$ cat src/hdl/swmm_pkg.sv
// Shared constants and types of the sliding window min/max filter.
`default_nettype none
package swmm_pkg;

  localparam int SWMM_MAX_WINDOW  = 63;
  localparam int SWMM_SAMPLE_BITS = 16;
  localparam int SWMM_RESET_WINDOW = 5;
  localparam int SWMM_KSIZE_BITS  = 6;
  localparam int SWMM_CFG_INDEX_BITS = 4;
  localparam int SWMM_CFG_DATA_BITS  = 8;

  typedef enum logic [SWMM_CFG_INDEX_BITS-1:0] {
    REG_WINDOW_SIZE = 4'd0,
    REG_MODE        = 4'd1
  } swmm_reg_t;

  typedef enum logic {
    ST_RUN,
    ST_FLUSH
  } swmm_state_t;

  // Control word broadcast to every cell of the chain.
  typedef struct packed {
    logic en;     // update the cells this cycle
    logic shift;  // drop the front pair, every cell takes its right neighbor
    logic ins;    // insert the new sample and pop dominated pairs
    logic inc;    // age every pair by one position
    logic clear;  // start of a line, treat every cell as empty
    logic mode;   // 1 keeps the maximum, 0 the minimum
  } swmm_ctrl_t;

endpackage
`default_nettype wire

$ cat src/hdl/swmm_cell.sv
// One cell of the monotonic window chain: holds a value and its age.
`default_nettype none
module swmm_cell import swmm_pkg::*; #(
  parameter int SAMPLE_BITS = SWMM_SAMPLE_BITS,
  parameter int AGE_BITS    = 6
) (
  input  wire                           clk,
  input  wire                           rst,
  input  wire swmm_ctrl_t               ctrl,
  input  wire logic signed [SAMPLE_BITS-1:0] new_value,
  input  wire                           right_valid,
  input  wire logic signed [SAMPLE_BITS-1:0] right_value,
  input  wire logic [AGE_BITS-1:0]      right_age,
  input  wire                           left_kept,
  output logic                          valid,
  output logic signed [SAMPLE_BITS-1:0] value,
  output logic [AGE_BITS-1:0]           age,
  output logic                          kept,
  output logic signed [SAMPLE_BITS-1:0] value_next
);

  logic                          b_valid;
  logic signed [SAMPLE_BITS-1:0] b_value;
  logic [AGE_BITS-1:0]           b_age;
  logic                          dominated;
  logic                          here;
  logic                          valid_next;
  logic [AGE_BITS-1:0]           age_next;

  always_comb begin
    b_valid = ctrl.clear ? 1'b0 : (ctrl.shift ? right_valid : valid);
    b_value = ctrl.shift ? right_value : value;
    b_age   = ctrl.shift ? right_age : age;
    // Equal values count as dominated, so the newer pair replaces the older.
    dominated = ctrl.mode ? (b_value <= new_value) : (b_value >= new_value);
    kept = b_valid & ~(ctrl.ins & dominated);
    // The new pair lands just behind the last pair that survives.
    here = ctrl.ins & ~kept & left_kept;
    valid_next = here | kept;
    value_next = here ? new_value : b_value;
    if (here) begin
      age_next = '0;
    end else if (ctrl.inc) begin
      age_next = b_age + AGE_BITS'(1);
    end else begin
      age_next = b_age;
    end
  end

  always_ff @(posedge clk) begin
    if (rst) begin
      valid <= 1'b0;
    end else if (ctrl.en) begin
      valid <= valid_next;
    end
  end

  always_ff @(posedge clk) begin
    if (ctrl.en) begin
      value <= value_next;
      age   <= age_next;
    end
  end

endmodule
`default_nettype wire

$ cat src/hdl/swmm_chain.sv
// Row of window cells; the front cell holds the current minimum or maximum.
`default_nettype none
module swmm_chain import swmm_pkg::*; #(
  parameter int MAX_WINDOW  = SWMM_MAX_WINDOW,
  parameter int SAMPLE_BITS = SWMM_SAMPLE_BITS,
  parameter int AGE_BITS    = 6
) (
  input  wire                           clk,
  input  wire                           rst,
  input  wire swmm_ctrl_t               ctrl,
  input  wire logic signed [SAMPLE_BITS-1:0] new_value,
  output logic                          front_valid,
  output logic [AGE_BITS-1:0]           front_age,
  output logic signed [SAMPLE_BITS-1:0] front_value_next
);

  logic                          cv    [MAX_WINDOW];
  logic signed [SAMPLE_BITS-1:0] cval  [MAX_WINDOW];
  logic [AGE_BITS-1:0]           cage  [MAX_WINDOW];
  logic                          ck    [MAX_WINDOW];
  logic                          rv    [MAX_WINDOW];
  logic signed [SAMPLE_BITS-1:0] rval  [MAX_WINDOW];
  logic [AGE_BITS-1:0]           rage  [MAX_WINDOW];
  logic                          lk    [MAX_WINDOW];
  logic signed [SAMPLE_BITS-1:0] cnext [MAX_WINDOW];

  genvar i;
  generate
    for (i = 0; i < MAX_WINDOW; i++) begin : g_cell
      if (i == MAX_WINDOW - 1) begin : g_tail
        assign rv[i]   = 1'b0;
        assign rval[i] = '0;
        assign rage[i] = '0;
      end else begin : g_mid
        assign rv[i]   = cv[i+1];
        assign rval[i] = cval[i+1];
        assign rage[i] = cage[i+1];
      end
      if (i == 0) begin : g_head
        assign lk[i] = 1'b1;
        swmm_cell #(.SAMPLE_BITS(SAMPLE_BITS), .AGE_BITS(AGE_BITS)) u_cell (
          .clk, .rst, .ctrl, .new_value,
          .right_valid(rv[i]), .right_value(rval[i]), .right_age(rage[i]),
          .left_kept(lk[i]),
          .valid(cv[i]), .value(cval[i]), .age(cage[i]), .kept(ck[i]),
          .value_next(cnext[i])
        );
      end else begin : g_body
        assign lk[i] = ck[i-1];
        swmm_cell #(.SAMPLE_BITS(SAMPLE_BITS), .AGE_BITS(AGE_BITS)) u_cell (
          .clk, .rst, .ctrl, .new_value,
          .right_valid(rv[i]), .right_value(rval[i]), .right_age(rage[i]),
          .left_kept(lk[i]),
          .valid(cv[i]), .value(cval[i]), .age(cage[i]), .kept(ck[i]),
          .value_next(cnext[i])
        );
      end
    end
  endgenerate

  assign front_valid      = cv[0];
  assign front_age        = cage[0];
  assign front_value_next = cnext[0];

endmodule
`default_nettype wire
$ cat config.mk
export PLATFORM = sky130hd
export DESIGN_NAME = swmm_chain
export DESIGN_NICKNAME = d
export VERILOG_FILES = /design/src/hdl/swmm_pkg.sv /design/src/hdl/swmm_cell.sv /design/src/hdl/swmm_chain.sv
export SDC_FILE = /design/constraint.sdc
export NUM_CORES = 2
export LEC_CHECK = 0
export BUFFER_PORTS_ARGS = -buffer_cell sky130_fd_sc_hd__buf_4
export CORE_UTILIZATION = 39
export DETAILED_ROUTE_END_ITERATION = 12
export PLACE_DENSITY_LB_ADDON = 0.08
export SETUP_SLACK_MARGIN = 0.4
export SLEW_MARGIN = 20
export SYNTH_ARGS = -nofsm -noshare
export SYNTH_HDL_FRONTEND = slang
export SYNTH_SLANG_ARGS = --single-unit
$ cat constraint.sdc
create_clock -name clk -period 20.9 [get_ports clk]
set_clock_uncertainty 0.2 [all_clocks]
set_input_delay 6.27 -clock clk [delete_from_list [all_inputs] [get_ports clk]]
set_output_delay 6.27 -clock clk [all_outputs]
set_load 0.03 [all_outputs]
Word level (Yosys, flattened, before mapping)
Index checks and enable logic that the tools add are counted.
{ "classes": {"magnitude_cmp": 126, "muxes": 441, "n_addsub": 63, "bitwise_logic": 440} }
{ "op_table": {"columns": ["op", "count"], "rows": [
  ["$mux 16", 126],
  ["$ge 16x16->1", 63],
  ["$le 16x16->1", 63],
  ["$mux 6", 126],
  ["$add 6x1->6 const B", 63],
  ["$and 1x1->1", 251],
  ["$mux 1", 189],
  ["$not 1->1", 126],
  ["$or 1x1->1", 63]
]} }
{ "totals": {"elab_cells": 1259, "in_bits": 24, "out_inout_bits": 23, "ff_bits": 1449} }

Longest topological paths before layout
{ "depth": {"word_depth": 10, "mapped_depth": 22} }

Hierarchy
A second synthesis with hierarchy kept.
{ "unflattened": {"cells_unflattened": 10189, "hier_area_um2": 115708.5} }
{ "by_module_without_submodules": {"columns": ["module", "cells_per_inst", "n_inst", "area_per_inst_um2"], "rows": [
  ["swmm_cell at g_cell[0].g_head.u_cell ...", 162, 57, 1840.5],
  ["swmm_cell at g_cell[62].g_body.u_cell ...", 158, 5, 1798.0],
  ["swmm_cell at g_cell[20].g_body.u_cell", 163, 1, 1801.7],
  ["swmm_chain", 2, 1, 7.5]
]} }

Worst setup path after synthesis
Ideal clock, no wire load.
{ "synth_timing": {"kind": "in2out", "start": "input port ctrl[4] in the netlist's numbering", "end": "output port front_value_next[10]", "slack_ns": 4.011, "path_buffers": 10, "stages": 20, "arrival_ns": 10.419, "required_time_ns": 14.430, "cell_sequence": "buf_4 buf_4 buf_4 buf_4 clkbuf_1 clkbuf_1 buf_2 mux2_2 ha_1 nor2b_1 o211ai_1 a21oi_1 o21a_1 nor3_1 xnor2_1 a21o_1 clkbuf_1 buf_2 mux2_2 buf_4"} }
{ "synth_lines": {"columns": ["element", "line", "rtl"], "rows": [
  ["start, declared", "swmm_chain.sv:10", "input wire swmm_ctrl_t ctrl,"],
  ["end, declared", "swmm_chain.sv:14", "output logic signed [SAMPLE_BITS-1:0] front_value_next"]
]} }

Worst setup path after layout
{ "layout_timing": {"start": "input port ctrl[4] in the netlist's numbering", "end": "output port front_value_next[8]"} }
{ "layout_between": {"elab_chain_len": 9, "word_cells_on_any_way": 12, "cone_classes": "order compare: 2; mux: 5; bitwise: 5"} }
{ "layout_lines": {"columns": ["element", "line", "rtl"], "rows": [
  ["$mux 16", "swmm_cell.sv:32", "b_value = ctrl.shift ? right_value : value;"],
  ["$ge 16x16->1 or $le 16x16->1 (tied branches)", "swmm_cell.sv:35", "dominated = ctrl.mode ? (b_value <= new_value) : (b_value >= new_value);"],
  ["$mux 1", "swmm_cell.sv:35", null],
  ["$and 1x1->1", "swmm_cell.sv:36", "kept = b_valid & ~(ctrl.ins & dominated);"],
  ["$not 1->1", "swmm_cell.sv:36", null],
  ["$and 1x1->1", "swmm_cell.sv:36", null],
  ["$not 1->1", "swmm_cell.sv:38", "here = ctrl.ins & ~kept & left_kept;"],
  ["$and 1x1->1", "swmm_cell.sv:38", null],
  ["$mux 16 (*)", "swmm_cell.sv:40", "value_next = here ? new_value : b_value;"]
]} }
Every way passes the cells marked *; elsewhere a longest branch is shown, timed or not.

==> reports/metrics.yaml <==
timing:
  rsz0062_at_grt: "false"
  finalWorstSetupSlack_ns: 4.20
  fmax_mhz: 59.9
  maxSlewHeadroom: 0.197
  fin_setup_tns_ns: 0
  setup_viol: 0
  period_share: 0.799
  worst_pin_slew_ns: 1.20
  final-hold-violation-count: 0
  fin_crit_ns: 16.70
  hold_ws_ns: 0.290
  slew_violations: 0
synth:
  synth_area_um2: 106000
  ys_types: 81
  synthCells: 8836
  synth.avg_cell_area_um2: 12.0
  synth_enable_flop_cells: 1386
  synth_area_leader_cell: "edfxtp_1"
  yosys_register_bits: 1449
  async_flop_share: 0
  yosysSeqAreaShare: 0.405
  synth_nets: 9931
  synth_ff_type: "edfxtp_1"
  synth_top_area_share: 0.393
  yosysWarnings: 0
  synth_area_leaders: "edfxtp_1 39%, mux2_2 21%, ha_1 13%"
pwr:
  seq_power_share: 0.417
  p_clk_frac: 0.343
  ir_drop_mv: 0.0592
  p_leak_nw: 44.1
  comb_power_share: 0.240
  powerDensity_nw_per_um2: 80.3
  power_switching_mw: 2.82
  p_int_mw: 6.49
  sw_frac_of_total: 0.303
clock_network:
  cts-root-buf: "clkbuf_16"
  worstSkewPairLatency_ns: 0.87
  cts_setup_buffers: 0
  cts_resized: 0
  cts.hold.buffers_added: 0
  clockBufferDepth: 4
  clkSinkCount: 1449
  clkTransAtPathRegs_ns: 0.06
  h-tree-depth: 4
  cts_tree: "yes"
  cts_buffers: 190
place:
  placedCellCount: 12100
  dp_slack_ns: 4.31
  io_buffers: 46
  dp_hpwl_mm: 233
  gp_congestion: 0.888
global_routing:
  antenna_found_initial: 24
  grt_pass1_wl_mm: 496
  grt_usage: 0.243
  grt_max_degree: 169
  first_global_vias: 72200
  overflow: 0
setup_path:
  cp.arrival_ns: 10.23
  crit_fanout: 140
  worst_setup_path_end_kind: "output pin"
  critPathKind: "in2out"
  cp-start-kind: "input port"
  worstPathRequired_ns: 14.43
layout:
  fill_cells: 25400
  fin_nets: 9825
  area_growth_syn_to_layout_pct: 9.45
  fin_cells: 12500
  multi_input_area_um2: 60400
  regArea_um2: 42900
  drive_gt1_frac: 0.291
drt:
  first_iter_violations: 5132
  wl_met2_mm: 159
  ant_nets: 0
  avgViaCountPerCell: 5.79
  wl_per_cell_um: 27.2
  wl_met1_mm: 155
  drc_errors: 0
  wl_met3_mm: 14.5
  highest_layer: "met4"
  vias: 72200
  routed_wl_mm: 339
  drtPass1Iterations: 5
floorplan:
  placementRows: 191
  start_util: 0.392
  die_h_um: 523
  ioPinCount: 47
  core-area_um2: 271000
  dieWidth_um: 523
  die-area_um2: 274000
run:
  cap_viol_max_count: 0
hold_path:
  hold_path.class: "reg2reg"
outcome:
  outcome: "completed"
-- metrics by stage --
stage	instance area, um2	utilization	power [mW]
final	116000	0.429	9.31
after floorplan	106000	-	5.44
after global placement	110000	0.407	6.13
after CTS	116000	0.428	9.41
after global routing	116000	0.429	9.78
after detailed placement	110000	0.407	6.17
-- cells by family after synthesis --
kind of cell | count (synthesis) | share of synthesized area
buffers and inverters | 624 | 0.0264
adder cells (fa/ha/maj) | 1071 | 0.126
XOR/XNOR | 407 | 0.0336
AND/OR/NAND/NOR | 1723 | 0.0839
multiplexers | 2469 | 0.257
AO/OA/AOI/OAI | 1093 | 0.0678
flip-flops | 1449 | 0.405
-- power by group through the flow --
stage	clock (mW)	sequential, mW	combinational, mW
after global routing	3.37	3.92	2.48
final	3.19	3.89	2.23
after detailed placement	0	3.95	2.22
after floorplan	0	3.78	1.66
after global placement	0	3.95	2.18
after CTS	3.28	3.89	2.23
-- Yosys cell counts (all sizes together), types with 6 or more instances --
cell     number
edfxtp     1386
a31oi        92
a21oi       357
o21ai       169
clkbuf      276
o211ai       66
nand2       261
and3         44
or2          26
nand4       221
buf         254
nor2        585
nand2b       28
and4         52
inv          93
a2111oi      40
and2         66
o21a         29
nor3        118
o211a        27
a211o         9
mux2       2014
a311o        18
a221oi        6
a21o         96
a22oi        13
xnor2       243
o31ai        12
dfxtp        63
nor2b       128
o31a          9
xor2        164
a21boi       12
a311oi       15
mux2i       455
a221o         7
or3          29
a211oi       88
nor4b        17
nand3        90
ha         1071
o21bai        6
nor4         40
a2111o        6
-- worst max-delay path: stages --
cell,delay [ns]
buf_16,0.52
mux2_2,0.45
ha_1,0.32
nand4_1,0.10
nor3_1,0.43
o21a_1,0.22
nor3_1,0.07
xnor2_1,0.30
a21o_1,0.71
mux2_2,0.47
buf_4,0.18
-- cell type report --
cell class / count / area share
antenna: 12 / 0.000259
clock buffer: 262 / 0.0445
clock inverter: 84 / 0.00567
inverter: 94 / 0.00341
multi-input combinational: 6763 / 0.521
sequential: 1449 / 0.370
tap: 3570 / 0.0385
timing repair buffer: 232 / 0.0170
-- routing by layer --
metal | track usage | up-vias
li1 | - | 33800
met1 | 0.333 | 36400
met2 | 0.401 | 1503
met3 | 0.0267 | 418
met4 | 0.0761 | 0
met5 | 0 | -
-- flip-flops by register name, summed over array words and instances, names as in the netlist --
signal	count
g_cell.g_body.u_cell.age	372
g_cell.g_body.u_cell.valid	62
g_cell.g_head.u_cell.valid	1
g_cell.g_head.u_cell.age	6
g_cell.g_head.u_cell.value	16
g_cell.g_body.u_cell.value	992
-- cell usage in the layout, fill, tap and decap left out, drive strengths merged, types with 128 or more instances in the layout --
cell type and n:
buf 232, mux2i 455, edfxtp 1386, xnor2 243
nor2 585, clkbuf 262, ha 1071, nand4 221
o21ai 169, mux2 2014, a21oi 357, nand2 261
nor2b 128, xor2 164
-- path summary, 6_finish.rpt --
| path | start | to | slack, ns | cells past startpoint |
|---|---|---|---|---|
| min reg2reg | g_cell[24].g_body.u_cell.valid$_SDFFE_PP0P_ | g_cell[24].g_body.u_cell.valid$_SDFFE_PP0P_ | 0.29 | 2 |
| min | g_cell[24].g_body.u_cell.valid$_SDFFE_PP0P_ | g_cell[24].g_body.u_cell.valid$_SDFFE_PP0P_ | 0.29 | 2 |
| max | ctrl[4] | front_value_next[8] | 4.20 | 11 |
| max reg2reg | g_cell[8].g_body.u_cell.value[15]$_DFFE_PP_ | g_cell[8].g_body.u_cell.value[9]$_DFFE_PP_ | 15.68 | 10 |
Power figures use the tool's default switching activity.
